### config.mk
export PLATFORM = sky130hd
export DESIGN_NAME = goose_frame_parser
export DESIGN_NICKNAME = d
export VERILOG_FILES = /design/src/gfp_pkg.sv /design/src/gfp_front.sv /design/src/gfp_queue.sv /design/src/gfp_back.sv /design/src/goose_frame_parser.sv
export SDC_FILE = /design/constraint.sdc
export NUM_CORES = 2
export LEC_CHECK = 0
export BUFFER_PORTS_ARGS = -buffer_cell sky130_fd_sc_hd__buf_4
export CORE_ASPECT_RATIO = 1.1
export CORE_MARGIN = 2
export CORE_UTILIZATION = 40
export CTS_CLUSTER_DIAMETER = 150
export DETAILED_ROUTE_END_ITERATION = 10
export SETUP_SLACK_MARGIN = 0.15
export SYNTH_ARGS = -nofsm -noshare
export SYNTH_HDL_FRONTEND = slang
export SYNTH_SLANG_ARGS = --single-unit
### constraint.sdc
create_clock -name clock -period 7.9 [get_ports clock]
set_input_delay 1.58 -clock clock [delete_from_list [all_inputs] [get_ports clock]]
set_output_delay 1.58 -clock clock [all_outputs]
set_load 0.005 [all_outputs]
### src/gfp_pkg.sv
// Package with the types, codes and constants shared by the GOOSE frame parser modules.
`default_nettype none
package gfp_pkg;

   localparam int QueueDepth = 4;
   localparam logic [29:0] NsPerSec = 30'd1000000000;

   typedef enum logic [4:0] {
      PH_HDR      = 5'd0,
      PH_PDU_LEN  = 5'd1,
      PH_PDU_SKIP = 5'd2,
      PH_GOCB_LEN = 5'd3,
      PH_GOCB_CHR = 5'd4,
      PH_TAL      = 5'd5,
      PH_DS_LEN   = 5'd6,
      PH_DS_CHR   = 5'd7,
      PH_GOID_LEN = 5'd8,
      PH_GOID_CHR = 5'd9,
      PH_T_LEN    = 5'd10,
      PH_T_VAL    = 5'd11,
      PH_ST       = 5'd12,
      PH_SQ       = 5'd13,
      PH_TEST     = 5'd14,
      PH_CR       = 5'd15,
      PH_NDS      = 5'd16,
      PH_CNT      = 5'd17,
      PH_SET_LEN  = 5'd18,
      PH_SET_SKIP = 5'd19,
      PH_ENT_TYPE = 5'd20,
      PH_ENT_SIZE = 5'd21,
      PH_ENT_DATA = 5'd22,
      PH_DONE     = 5'd23
   } phase_type;

   localparam logic [4:0] FC_NONE     = 5'd0;
   localparam logic [4:0] FC_DST_MAC  = 5'd1;
   localparam logic [4:0] FC_SRC_MAC  = 5'd2;
   localparam logic [4:0] FC_TPID     = 5'd3;
   localparam logic [4:0] FC_GOCB_CHR = 5'd10;
   localparam logic [4:0] FC_TAL      = 5'd11;
   localparam logic [4:0] FC_DS_CHR   = 5'd12;
   localparam logic [4:0] FC_GOID_CHR = 5'd13;
   localparam logic [4:0] FC_TIME     = 5'd14;
   localparam logic [4:0] FC_STNUM    = 5'd15;
   localparam logic [4:0] FC_SQNUM    = 5'd16;
   localparam logic [4:0] FC_TEST     = 5'd17;
   localparam logic [4:0] FC_CONFREV  = 5'd18;
   localparam logic [4:0] FC_NDSCOM   = 5'd19;
   localparam logic [4:0] FC_ENT_CNT  = 5'd20;
   localparam logic [4:0] FC_ENT_TYPE = 5'd21;
   localparam logic [4:0] FC_ENT_SIZE = 5'd22;
   localparam logic [4:0] FC_ENT_BYTE = 5'd23;
   localparam logic [4:0] FC_MAX      = 5'd23;

   localparam logic [7:0] LenOneMore = 8'h81;
   localparam logic [7:0] LenTwoMore = 8'h82;

   typedef struct packed {
      logic [7:0] frame_byte;
      logic       frame_last;
   } req_type;

   typedef struct packed {
      logic [4:0]  field_code;
      logic [61:0] field_value;
      logic [15:0] entry_number;
      logic [7:0]  byte_number;
      logic        frame_end;
      logic        parse_complete;
   } rsp_type;

   typedef struct packed {
      rsp_type     rsp;
      logic        is_time;
      logic [31:0] seconds;
      logic [31:0] fraction;
   } rec_type;

endpackage
`default_nettype wire

### src/gfp_front.sv
// Byte-wise GOOSE field classifier that turns frame bytes into result records.
`default_nettype none
module gfp_front (
   input  wire               clock,
   input  wire               reset,
   input  wire               byte_valid,
   input  gfp_pkg::req_type  byte_data,
   output gfp_pkg::rec_type  rec,
   output logic              rec_push
);

   gfp_pkg::phase_type phase_ff, phase_in;
   logic [7:0]  count_ff, count_in;
   logic [7:0]  len_ff, len_in;
   logic [47:0] asm_ff, asm_in;
   logic [31:0] secs_ff, secs_in;
   logic [31:0] frac_ff, frac_in;
   logic [15:0] expect_ff, expect_in;
   logic [15:0] entry_ff, entry_in;
   logic        done_ff, done_in;

   logic [7:0]  b;
   logic [7:0]  c;
   logic        emit;
   logic [47:0] shifted;
   logic [15:0] int_word;
   logic [8:0]  c_next;
   logic [15:0] entry_inc;
   logic [1:0]  byte_lane;

   assign b = byte_data.frame_byte;
   assign c = count_ff;
   assign c_next = {1'b0, count_ff} + 9'd1;
   assign shifted = {asm_ff[39:0], b};
   assign int_word = {asm_ff[7:0], b};
   assign entry_inc = entry_ff + 16'd1;

   always_comb begin
      phase_in  = phase_ff;
      count_in  = count_ff;
      len_in    = len_ff;
      asm_in    = asm_ff;
      secs_in   = secs_ff;
      frac_in   = frac_ff;
      expect_in = expect_ff;
      entry_in  = entry_ff;
      done_in   = done_ff;
      emit      = 1'b0;
      byte_lane = 2'd0;
      rec       = '0;
      case (phase_ff)
         gfp_pkg::PH_HDR: begin
            asm_in = shifted;
            if (c == 8'd5 || c == 8'd11) begin
               rec.rsp.field_code  = (c == 8'd5) ? gfp_pkg::FC_DST_MAC : gfp_pkg::FC_SRC_MAC;
               rec.rsp.field_value = {14'd0, shifted};
               emit = 1'b1;
               asm_in = '0;
            end else if (c >= 8'd13 && c <= 8'd25 && c[0]) begin
               rec.rsp.field_code  = gfp_pkg::FC_TPID + 5'((c - 8'd13) >> 1);
               rec.rsp.field_value = {46'd0, shifted[15:0]};
               emit = 1'b1;
               asm_in = '0;
            end
            if (c >= 8'd26) begin
               asm_in   = '0;
               phase_in = gfp_pkg::PH_PDU_LEN;
               count_in = '0;
            end else begin
               count_in = c_next[7:0];
            end
         end
         gfp_pkg::PH_PDU_LEN, gfp_pkg::PH_SET_LEN: begin
            if (b == gfp_pkg::LenOneMore) begin
               len_in = 8'd1;
            end else if (b == gfp_pkg::LenTwoMore) begin
               len_in = 8'd2;
            end else begin
               len_in = 8'd0;
            end
            if (phase_ff == gfp_pkg::PH_PDU_LEN) begin
               len_in   = len_in + 8'd1;
               phase_in = gfp_pkg::PH_PDU_SKIP;
            end else if (len_in == 8'd0) begin
               if (entry_ff >= expect_ff) begin
                  done_in  = 1'b1;
                  phase_in = gfp_pkg::PH_DONE;
               end else begin
                  phase_in = gfp_pkg::PH_ENT_TYPE;
               end
            end else begin
               phase_in = gfp_pkg::PH_SET_SKIP;
            end
            count_in = '0;
         end
         gfp_pkg::PH_PDU_SKIP, gfp_pkg::PH_SET_SKIP: begin
            count_in = c_next[7:0];
            if (c_next >= {1'b0, len_ff}) begin
               count_in = '0;
               if (phase_ff == gfp_pkg::PH_PDU_SKIP) begin
                  phase_in = gfp_pkg::PH_GOCB_LEN;
               end else if (entry_ff >= expect_ff) begin
                  done_in  = 1'b1;
                  phase_in = gfp_pkg::PH_DONE;
               end else begin
                  phase_in = gfp_pkg::PH_ENT_TYPE;
               end
            end
         end
         gfp_pkg::PH_GOCB_LEN, gfp_pkg::PH_DS_LEN, gfp_pkg::PH_GOID_LEN: begin
            len_in   = b;
            count_in = '0;
            phase_in = gfp_pkg::phase_type'(phase_ff + 5'd1);
         end
         gfp_pkg::PH_GOCB_CHR, gfp_pkg::PH_DS_CHR, gfp_pkg::PH_GOID_CHR: begin
            if (c < len_ff) begin
               if (phase_ff == gfp_pkg::PH_GOCB_CHR) begin
                  rec.rsp.field_code = gfp_pkg::FC_GOCB_CHR;
               end else if (phase_ff == gfp_pkg::PH_DS_CHR) begin
                  rec.rsp.field_code = gfp_pkg::FC_DS_CHR;
               end else begin
                  rec.rsp.field_code = gfp_pkg::FC_GOID_CHR;
               end
               rec.rsp.field_value = {54'd0, b};
               rec.rsp.byte_number = c;
               emit     = 1'b1;
               count_in = c_next[7:0];
            end else begin
               count_in = '0;
               phase_in = gfp_pkg::phase_type'(phase_ff + 5'd1);
            end
         end
         gfp_pkg::PH_T_LEN: begin
            len_in   = b;
            count_in = '0;
            secs_in  = '0;
            frac_in  = '0;
            if (b == 8'd0) begin
               rec.rsp.field_code = gfp_pkg::FC_TIME;
               rec.is_time = 1'b1;
               emit = 1'b1;
            end
            phase_in = gfp_pkg::PH_T_VAL;
         end
         gfp_pkg::PH_T_VAL: begin
            if (c < len_ff) begin
               case (c[1:0])
                  2'd0: byte_lane = 2'd3;
                  2'd1: byte_lane = 2'd2;
                  2'd2: byte_lane = 2'd1;
                  default: byte_lane = 2'd0;
               endcase
               if (c < 8'd4) begin
                  secs_in = secs_ff | (32'(b) << {byte_lane, 3'b000});
               end else if (c < 8'd8) begin
                  frac_in = frac_ff | (32'(b) << {byte_lane, 3'b000});
               end
               if (c_next == {1'b0, len_ff}) begin
                  rec.rsp.field_code = gfp_pkg::FC_TIME;
                  rec.is_time  = 1'b1;
                  rec.seconds  = secs_in;
                  rec.fraction = frac_in;
                  emit = 1'b1;
               end
               count_in = c_next[7:0];
            end else begin
               count_in = '0;
               phase_in = gfp_pkg::PH_ST;
            end
         end
         gfp_pkg::PH_TAL, gfp_pkg::PH_ST, gfp_pkg::PH_SQ, gfp_pkg::PH_TEST,
         gfp_pkg::PH_CR, gfp_pkg::PH_NDS, gfp_pkg::PH_CNT: begin
            if (c == 8'd0) begin
               if (phase_ff != gfp_pkg::PH_TEST && phase_ff != gfp_pkg::PH_NDS
                   && b == 8'd2) begin
                  len_in = 8'd2;
               end else begin
                  len_in = 8'd1;
               end
               asm_in   = '0;
               count_in = 8'd1;
            end else if (c <= len_ff) begin
               asm_in = {32'd0, int_word};
               if (c == len_ff) begin
                  case (phase_ff)
                     gfp_pkg::PH_TAL:  rec.rsp.field_code = gfp_pkg::FC_TAL;
                     gfp_pkg::PH_ST:   rec.rsp.field_code = gfp_pkg::FC_STNUM;
                     gfp_pkg::PH_SQ:   rec.rsp.field_code = gfp_pkg::FC_SQNUM;
                     gfp_pkg::PH_TEST: rec.rsp.field_code = gfp_pkg::FC_TEST;
                     gfp_pkg::PH_CR:   rec.rsp.field_code = gfp_pkg::FC_CONFREV;
                     gfp_pkg::PH_NDS:  rec.rsp.field_code = gfp_pkg::FC_NDSCOM;
                     default: begin
                        rec.rsp.field_code = gfp_pkg::FC_ENT_CNT;
                        expect_in = int_word;
                     end
                  endcase
                  rec.rsp.field_value = {46'd0, int_word};
                  emit = 1'b1;
               end
               count_in = c_next[7:0];
            end else begin
               count_in = '0;
               phase_in = gfp_pkg::phase_type'(phase_ff + 5'd1);
            end
         end
         gfp_pkg::PH_ENT_TYPE: begin
            rec.rsp.field_code   = gfp_pkg::FC_ENT_TYPE;
            rec.rsp.field_value  = {54'd0, b};
            rec.rsp.entry_number = entry_ff;
            emit = 1'b1;
            phase_in = gfp_pkg::PH_ENT_SIZE;
         end
         gfp_pkg::PH_ENT_SIZE: begin
            rec.rsp.field_code   = gfp_pkg::FC_ENT_SIZE;
            rec.rsp.field_value  = {54'd0, b};
            rec.rsp.entry_number = entry_ff;
            emit = 1'b1;
            len_in   = b;
            count_in = '0;
            if (b == 8'd0) begin
               entry_in = entry_inc;
               if (entry_inc >= expect_ff) begin
                  done_in  = 1'b1;
                  phase_in = gfp_pkg::PH_DONE;
               end else begin
                  phase_in = gfp_pkg::PH_ENT_TYPE;
               end
            end else begin
               phase_in = gfp_pkg::PH_ENT_DATA;
            end
         end
         gfp_pkg::PH_ENT_DATA: begin
            rec.rsp.field_code   = gfp_pkg::FC_ENT_BYTE;
            rec.rsp.field_value  = {54'd0, b};
            rec.rsp.entry_number = entry_ff;
            rec.rsp.byte_number  = c;
            emit = 1'b1;
            count_in = c_next[7:0];
            if (c_next >= {1'b0, len_ff}) begin
               count_in = '0;
               entry_in = entry_inc;
               if (entry_inc >= expect_ff) begin
                  done_in  = 1'b1;
                  phase_in = gfp_pkg::PH_DONE;
               end else begin
                  phase_in = gfp_pkg::PH_ENT_TYPE;
               end
            end
         end
         default: begin
            phase_in = gfp_pkg::PH_DONE;
         end
      endcase
      rec.rsp.frame_end      = byte_data.frame_last;
      rec.rsp.parse_complete = byte_data.frame_last & done_in;
      rec_push = byte_valid & (emit | byte_data.frame_last);
   end

   always_ff @(posedge clock) begin
      if (reset || (byte_valid && byte_data.frame_last)) begin
         phase_ff  <= gfp_pkg::PH_HDR;
         count_ff  <= '0;
         len_ff    <= '0;
         asm_ff    <= '0;
         secs_ff   <= '0;
         frac_ff   <= '0;
         expect_ff <= '0;
         entry_ff  <= '0;
         done_ff   <= 1'b0;
      end else if (byte_valid) begin
         phase_ff  <= phase_in;
         count_ff  <= count_in;
         len_ff    <= len_in;
         asm_ff    <= asm_in;
         secs_ff   <= secs_in;
         frac_ff   <= frac_in;
         expect_ff <= expect_in;
         entry_ff  <= entry_in;
         done_ff   <= done_in;
      end
   end

endmodule
`default_nettype wire

### src/gfp_queue.sv
// Short record queue between the classifier and the value pipeline.
`default_nettype none
module gfp_queue #(
   parameter int Depth = gfp_pkg::QueueDepth
) (
   input  wire               clock,
   input  wire               reset,
   input  wire               push,
   input  gfp_pkg::rec_type  push_data,
   output logic              full,
   input  wire               pop,
   output logic              pop_valid,
   output gfp_pkg::rec_type  pop_data
);

   localparam int PtrW = (Depth > 1) ? $clog2(Depth) : 1;
   localparam int CntW = $clog2(Depth + 1);

   gfp_pkg::rec_type slots_ff [Depth];
   logic [PtrW-1:0] wr_ff, wr_in, rd_ff, rd_in;
   logic [CntW-1:0] cnt_ff, cnt_in;
   logic do_push, do_pop;

   assign full      = (cnt_ff == CntW'(Depth));
   assign pop_valid = (cnt_ff != '0);
   assign pop_data  = slots_ff[rd_ff];
   assign do_push   = push & ~full;
   assign do_pop    = pop & pop_valid;

   always_comb begin
      wr_in  = wr_ff;
      rd_in  = rd_ff;
      cnt_in = cnt_ff;
      if (do_push) begin
         wr_in = (wr_ff == PtrW'(Depth - 1)) ? '0 : wr_ff + PtrW'(1);
      end
      if (do_pop) begin
         rd_in = (rd_ff == PtrW'(Depth - 1)) ? '0 : rd_ff + PtrW'(1);
      end
      if (do_push && !do_pop) begin
         cnt_in = cnt_ff + CntW'(1);
      end else if (do_pop && !do_push) begin
         cnt_in = cnt_ff - CntW'(1);
      end
   end

   always_ff @(posedge clock) begin
      if (reset) begin
         wr_ff  <= '0;
         rd_ff  <= '0;
         cnt_ff <= '0;
      end else begin
         wr_ff  <= wr_in;
         rd_ff  <= rd_in;
         cnt_ff <= cnt_in;
      end
      if (do_push) begin
         slots_ff[wr_ff] <= push_data;
      end
   end

endmodule
`default_nettype wire

### src/gfp_back.sv
// Two-stage value pipeline that scales the GOOSE timestamp to nanoseconds.
`default_nettype none
module gfp_back (
   input  wire               clock,
   input  wire               reset,
   input  wire               rec_valid,
   input  gfp_pkg::rec_type  rec,
   output logic              rec_pop,
   output logic              rsp_valid,
   input  wire               rsp_ready,
   output gfp_pkg::rsp_type  rsp_data
);

   logic             a_v_ff, a_v_in;
   gfp_pkg::rec_type a_rec_ff;
   logic [61:0]      prod_s_ff, prod_f_ff;
   logic             o_v_ff, o_v_in;
   gfp_pkg::rsp_type o_ff, o_in;
   logic             adv_a, adv_b;

   assign adv_b   = ~o_v_ff | rsp_ready;
   assign adv_a   = ~a_v_ff | adv_b;
   assign rec_pop = adv_a;
   assign a_v_in  = adv_a ? rec_valid : a_v_ff;
   assign o_v_in  = adv_b ? a_v_ff : o_v_ff;

   always_comb begin
      o_in = a_rec_ff.rsp;
      if (a_rec_ff.is_time) begin
         o_in.field_value = prod_s_ff + {32'd0, prod_f_ff[61:32]};
      end
   end

   always_ff @(posedge clock) begin
      if (reset) begin
         a_v_ff <= 1'b0;
         o_v_ff <= 1'b0;
      end else begin
         a_v_ff <= a_v_in;
         o_v_ff <= o_v_in;
      end
      if (adv_a) begin
         a_rec_ff  <= rec;
         prod_s_ff <= {30'd0, rec.seconds} * {32'd0, gfp_pkg::NsPerSec};
         prod_f_ff <= {30'd0, rec.fraction} * {32'd0, gfp_pkg::NsPerSec};
      end
      if (adv_b) begin
         o_ff <= o_in;
      end
   end

   assign rsp_valid = o_v_ff;
   assign rsp_data  = o_ff;

endmodule
`default_nettype wire

### src/goose_frame_parser.sv
// Top level of the GOOSE frame parser: classifier, record queue and value pipeline.
//
//  Channel  Direction  Handshake               Payload
//  req      in         req_valid / req_ready   gfp_pkg::req_type (frame byte, last flag)
//  rsp      out        rsp_valid / rsp_ready   gfp_pkg::rsp_type (one decoded field)
//
// One frame byte is accepted per cycle while the record queue has room.
// After its byte is accepted, a result passes the queue, the multiply register and the add register.
// The timestamp path uses two 32 by 30 bit multipliers followed by one 62-bit add.
// Reset is synchronous; the last byte of a frame returns the parser to the start.
// A stalled result holds the pipeline; bytes keep flowing until the queue fills.
`default_nettype none
module goose_frame_parser #(
   parameter int QueueDepth = gfp_pkg::QueueDepth
) (
   input  wire               clock,
   input  wire               reset,
   input  wire               req_valid,
   output logic              req_ready,
   input  gfp_pkg::req_type  req_data,
   output logic              rsp_valid,
   input  wire               rsp_ready,
   output gfp_pkg::rsp_type  rsp_data
);

   gfp_pkg::rec_type f_rec, q_rec;
   logic f_push, q_full, q_valid, q_pop;

   assign req_ready = ~q_full;

   gfp_front u_front (
      .clock      (clock),
      .reset      (reset),
      .byte_valid (req_valid & req_ready),
      .byte_data  (req_data),
      .rec        (f_rec),
      .rec_push   (f_push)
   );

   gfp_queue #(.Depth(QueueDepth)) u_queue (
      .clock     (clock),
      .reset     (reset),
      .push      (f_push),
      .push_data (f_rec),
      .full      (q_full),
      .pop       (q_pop),
      .pop_valid (q_valid),
      .pop_data  (q_rec)
   );

   gfp_back u_back (
      .clock     (clock),
      .reset     (reset),
      .rec_valid (q_valid),
      .rec       (q_rec),
      .rec_pop   (q_pop),
      .rsp_valid (rsp_valid),
      .rsp_ready (rsp_ready),
      .rsp_data  (rsp_data)
   );

endmodule
`default_nettype wire

**Yosys cells after proc, flatten, opt, wreduce, memory -nomap -nowiden**

Memories as Yosys holds them, arrays and structs flattened. A register that Yosys moved wholly into a read port is not among the register bits.
Index checks and enable logic that the tools add are counted.

- Bits of input ports: 13
- Bits in latches: 0
- ROM bits: 0
- Register bits after elaboration: 460
- Bits in writable memories: 632
- Output and inout port bits: 95
- Word-level logic and storage cells: 253
- Memories: 1

- Magnitude comparators: 10
- Bitwise logic cells: 15
- Reduce and logical (&&, ||, !) cells: 41
- Multipliers: 2
- Div/mod/pow operators: 0
- Equal/unequal tests: 47
- Muxes and demuxes: 96
- Shift-type cells: 1
- $add $sub $neg: 11

Memories:

| name | words | bits a word | rd ports | clocked after memory_dff | write ports | line | source |
|---|---|---|---|---|---|---|---|
| u_queue.slots_ff | 4 | 158 | 1 | 1 | 1 | gfp_queue.sv:19 | `gfp_pkg::rec_type slots_ff [Depth];` |

Operators with widths:

| kind | number |
|---|---|
| 67-bit 2-to-1 mux | 6 |
| 62-bit case mux with 4 select lines | 1 |
| 40-bit 2-to-1 mux | 5 |
| 32-bit 2-to-1 mux | 5 |
| 65-bit 2-to-1 mux | 2 |
| 32-bit case mux with 2 select lines | 2 |
| 32-bit by 21-bit multiplier with 53-bit output, second input constant | 2 |
| 8-bit 2-to-1 mux | 10 |
| 40-bit case mux with 2 select lines | 1 |
| 64-bit 2-to-1 mux | 1 |
| 32-bit OR | 2 |
| 62-bit by 30-bit adder with 62-bit output | 1 |
| 62-bit 2-to-1 mux | 1 |
| 5-bit 2-to-1 mux | 11 |
| 5-bit case mux with 11 select lines | 1 |
| 16-bit 2-to-1 mux | 3 |
| 5-bit by 4-bit == test with 1-bit output, second input constant | 8 |
| 5-bit case mux with 8 select lines | 1 |
| 8-bit case mux with 5 select lines | 1 |
| 5-bit == test, second input constant | 7 |
| 16-bit greater-or-equal comparator | 2 |
| 16-bit case mux with 2 select lines | 1 |
| 8-bit by 5-bit left shift with 32-bit output | 1 |
| 5-bit case mux with 6 select lines | 1 |
| other kinds (67) | 147 |

**Depth between registers and ports, before layout**

- Depth after elaboration: 13
- Mapped depth: 29
- Depth with buffers taken out: 25

**Modules after synthesis**

From an unflattened synthesis, not the netlist that was laid out.

- Cells, all modules: 5367
- Area total of the unflattened synthesis: 69651.8 um^2

By module, submodules not included:

| module | cells each | sequential area each (um^2) | area an instance (um^2) | instances |
|---|---|---|---|---|
| gfp_back | 3239 | 8147.8 | 36586.3 | 1 |
| gfp_queue | 876 | 19158.4 | 23276.1 | 1 |
| gfp_front | 1250 | 3163.0 | 9779.4 | 1 |
| goose_frame_parser | 2 | 0.0 | 10.0 | 1 |

**Worst setup path before layout**

Ideal clock, no wire load.

- Kind: register to register
- Start: register (tool-made name)
- End: register u_back.prod_f_ff[52] (data pin)
- Path slack: -0.087 ns
- Cell stages (with the launch flop): 27
- Path buffers: 3
- Data arrival time: 7.722 ns
- Library setup time: 0.265 ns
- Required time: 7.635 ns
- Clock period less this slack: 7.987 ns
- Cell sequence: dfxtp_1 clkbuf_1 clkbuf_1 buf_1 mux4_2 fa_1 inv_1 fa_1 fa_1 fa_1 fa_1 inv_1 fa_1 inv_1 fa_1 inv_1 ha_1 a21o_1 a21o_1 a21oi_1 a21o_1 a21oi_1 and3_1 a221o_1 a21oi_1 o21ai_0 xor2_1

RTL lines:

| what | line | source |
|---|---|---|
| end signal, assigned | gfp_back.sv:45 | `prod_f_ff <= {30'd0, rec.fraction} * {32'd0, gfp_pkg::NsPerSec};` |
| end, declared | gfp_back.sv:16 | `logic [61:0] prod_s_ff, prod_f_ff;` |

==> qor.log <==
[status] run status finished clean
[flow_run] maxcap violations 0
[sta] final hold vios 0
[hold_path] hold crit path type reg -> reg
[route] per-cell via count in the routed design 5.15
[sta] fmax 131 MHz
[synthesis] Top FF cell, synth edfxtp_1
[setup_path] CP Max Fanout 9
[floorplan] DIE HEIGHT 433 um
[route] count of antenna-violating nets left after detailed routing 0
[global_routing] largest net degree at the start of global routing 93
[clock_network] TritonCTS clock tree built
[sta] final setup violation count 0
[floorplan] area of the die 0.170 mm2
[setup_path] startpoint class of the critical path flip-flop
[synthesis] Synth Warn # 0
[synthesis] average footprint of a synthesized cell 12.4 um2
[setup_path] data arrival time of the critical path 8.04 ns
[sta] Final Worst Setup Slack 0.267 ns
[setup_path] critical path start-end classification reg -> reg
[synthesis] Synthesized Nets 6640
[clock_network] H-tree Lvls 3
[setup_path] Worst Path Required 8.31 ns
[route] post-detailed-route wirelength per cell 21.4 um
[synthesis] largest area contributor in the synthesized netlist edfxtp_1
[sta] clock skew after layout 0.0914 ns
[clock_network] clock latency on the worst-skew pair 0.74 ns
[sta] post-layout min period 7.63 ns
[global_routing] overall fraction of global-route tracks in use 20.0%
[route] DRC violation total after the first TritonRoute iteration 3023
[placed_design] half-perimeter wire length of the detailed placement result 128000 um
[sta] actual transition at the worst max-transition pin 1.13 ns
[synthesis] biggest area contributors in the synthesized netlist edfxtp_1 (37%), fa_1 (19%), ha_1 (11%)
[clock_network] total CTS buffers 99
[route] DRT Pass-1 Iters 6
[clock_network] root buf cell clkbuf_16
[placed_design] RD Place Congestion 0.917
[synthesis] count of flip-flops with a built-in enable after synthesis 832
[floorplan] placement row count 157
[floorplan] I/O pin cnt 108
[clock_network] clock input transition at the sequential cells of the worst setup and hold paths 0.06 ns
[floorplan] starting density of the core 40.2%
[placed_design] worst setup slack before clock tree synthesis 0.151 ns
[global_routing] first-pass GRT wire length 260000 um
[setup_path] Worst setup EP type flip-flop
[synthesis] most frequent cells after synthesis inv_1 (1078), edfxtp_1 (832), fa_1 (625)
[placed_design] number of input and output port buffers inserted 107
[synthesis] Post-Synthesis Cells 5389
[synthesis] area fraction of the dominant cell type after synthesis 37.4%
[layout] layout cells sized above 1 12.7%
[layout] synthesis-to-finish area growth 12.5%
[synthesis] Post-Syn Area 0.0668 mm2
[global_routing] initial antenna violation count 8
[route] total wirelength of the detailed-routed design 170000 um
[clock_network] maximum clock path buffer count 3
[synthesis] register bit count reported by yosys 1001
[floorplan] die width 394 um
[floorplan] area of the core region 0.166 mm2
[synthesis] FFs w/ async S/R, synth 0%
[sta] Slew Limit Headroom 24.9%
[route] vias post-DR 40.9k
[sta] Setup Total Neg Slack 0 ns
[clock_network] CTS sink cnt 1001
[sta] Pins Over Slew Limit 0
[synthesis] fraction of the yosys area taken by sequential cells 42.4%
[synthesis] most common cell in the synthesized netlist inv_1
[layout] Nets 6867
[global_routing] number of global-route vias before repair 42.8k
[global_routing] total grt overflow 0
[sta] portion of the clock cycle consumed by the worst path in the final layout 96.6%
[synthesis] number of distinct library cells after synthesis 78
[sta] setup repair after global routing missed its margin true
[clock_network] # hold bufs at CTS 0
[route] total DRC errors in the routed layout 0
-- cells in the final DEF, fill, tap and decap left out, drive strengths merged, types with 6 or more instances in the layout --
cell,count
a211oi,22
a21boi,7
a21o,89
a21oi,316
a22oi,21
a311oi,7
a31oi,19
a41oi,6
and2,83
and3,32
and4,10
buf,278
bufinv,6
clkbuf,132
clkinv,38
clkinvlp,13
dfxtp,169
edfxtp,832
fa,625
ha,613
inv,1080
mux2,26
mux2i,24
mux4,144
nand2,167
nand2b,20
nand3,84
nand4,40
nor2,318
nor2b,46
nor3,34
o211ai,10
o21a,20
o21ai,93
o21bai,13
o22ai,8
or3,6
or4,7
xnor2,91
xor2,77
-- stage by stage --
| step | util [%] | instances | instance area (um2) | hold slack [ns] |
|---|---|---|---|---|
| 2_1_floorplan | - | 5389 | 66800 | 0.400 |
| 3_3_place_gp | 42.6 | 7681 | 70800 | 0.406 |
| 3_5_place_dp | 42.6 | 7681 | 70800 | 0.405 |
| 4_1_cts | 44.7 | 7877 | 74300 | 0.419 |
| 5_1_grt | 45.2 | 7929 | 75200 | 0.424 |
| 6_report | 45.2 | 7931 | 75200 | 0.416 |
-- per-layer routing --
layer / vias up / share of wire (%) / track usage, %
li1: 18700 / - / -
met1: 20900 / 46 / 28.8
met2: 1064 / 47 / 32.8
met3: 160 / 5.2 / 2.44
met4: 2 / 1.6 / 3.58
met5: - / 0.0077 / 0
-- layout make-up --
| class | count | area, um2 |
|---|---|---|
| fill | 15200 | 91000 |
| multi-input combinational | 3155 | 34200 |
| sequential | 1001 | 28400 |
| inverter | 1079 | 4060 |
| tap | 2226 | 2790 |
| clock buffer | 130 | 2710 |
| timing repair buffer | 280 | 2340 |
| clock inverter | 58 | 676 |
| antenna | 2 | 5.00 |
-- cells by family after synthesis --
logic type	count (synthesis)	synth area share, %
compound gates	688	6.34
flops	1001	42.4
buf+inv	1233	6.97
fa+ha+maj	1238	30.2
xor+xnor	168	2.20
simple gates	867	6.20
mux	194	5.65
-- registers in the layout, indices dropped and copies added (netlist names), named ones only --
signal and cells:
u_queue.slots_ff 576, u_back.rsp_data 93, u_back.a_rec_ff 80, u_back.prod_s_ff 53, u_front.asm_ff 40, u_front.frac_ff 32
u_front.secs_ff 32, u_back.prod_f_ff 30, u_front.entry_ff 16, u_front.expect_ff 16, u_front.c 8, u_front.len_ff 8
u_front.phase_ff 5, u_queue.cnt_ff 3, u_queue.rd_ff 2, u_queue.wr_ff 2, u_back.a_v_ff 1, u_back.rsp_valid 1
u_front.done_ff 1
-- path summary, 6_finish.rpt --
kind | start | endpoint | slack (ns) | cells after the start
min | u_back.a_rec_ff[153]$_DFFE_PP_ | u_back.rsp_data[88]$_DFFE_PP_ | 0.42 | 0
max | flip-flop | u_back.prod_s_ff[54]$_DFFE_PP_ | 0.27 | 25
max reg2reg | flip-flop | u_back.prod_s_ff[54]$_DFFE_PP_ | 0.27 | 25
min reg2reg | u_back.a_rec_ff[153]$_DFFE_PP_ | u_back.rsp_data[88]$_DFFE_PP_ | 0.42 | 0
-- worst max-delay path, cell delays in order (launching register included) --
cell	delay, ns
dfxtp_4	0.39
buf_4	0.13
buf_12	0.15
mux4_2	0.68
buf_6	0.19
ha_1	0.35
fa_2	0.49
fa_1	0.51
inv_1	0.05
fa_1	0.53
inv_1	0.05
fa_1	0.47
fa_2	0.62
fa_1	0.47
ha_4	0.25
a21o_1	0.17
a21oi_2	0.15
o211ai_1	0.20
a31oi_2	0.28
o221ai_2	0.12
buf_4	0.16
buf_4	0.14
a211oi_4	0.24
o31a_1	0.27
o21ai_1	0.12
xor2_1	0.15
-- what timing repair did --
action / CTS / global route
setup buffers: 8 / 49
pin swaps: 0 / 25
resized for setup: 2 / 103
cloned: 0 / 3
setup endpoints to repair: 3 / 29
Power is left out: the tool's default activity adds up to more than one toggle a clock period on the data nets, which glitch-free logic cannot reach.
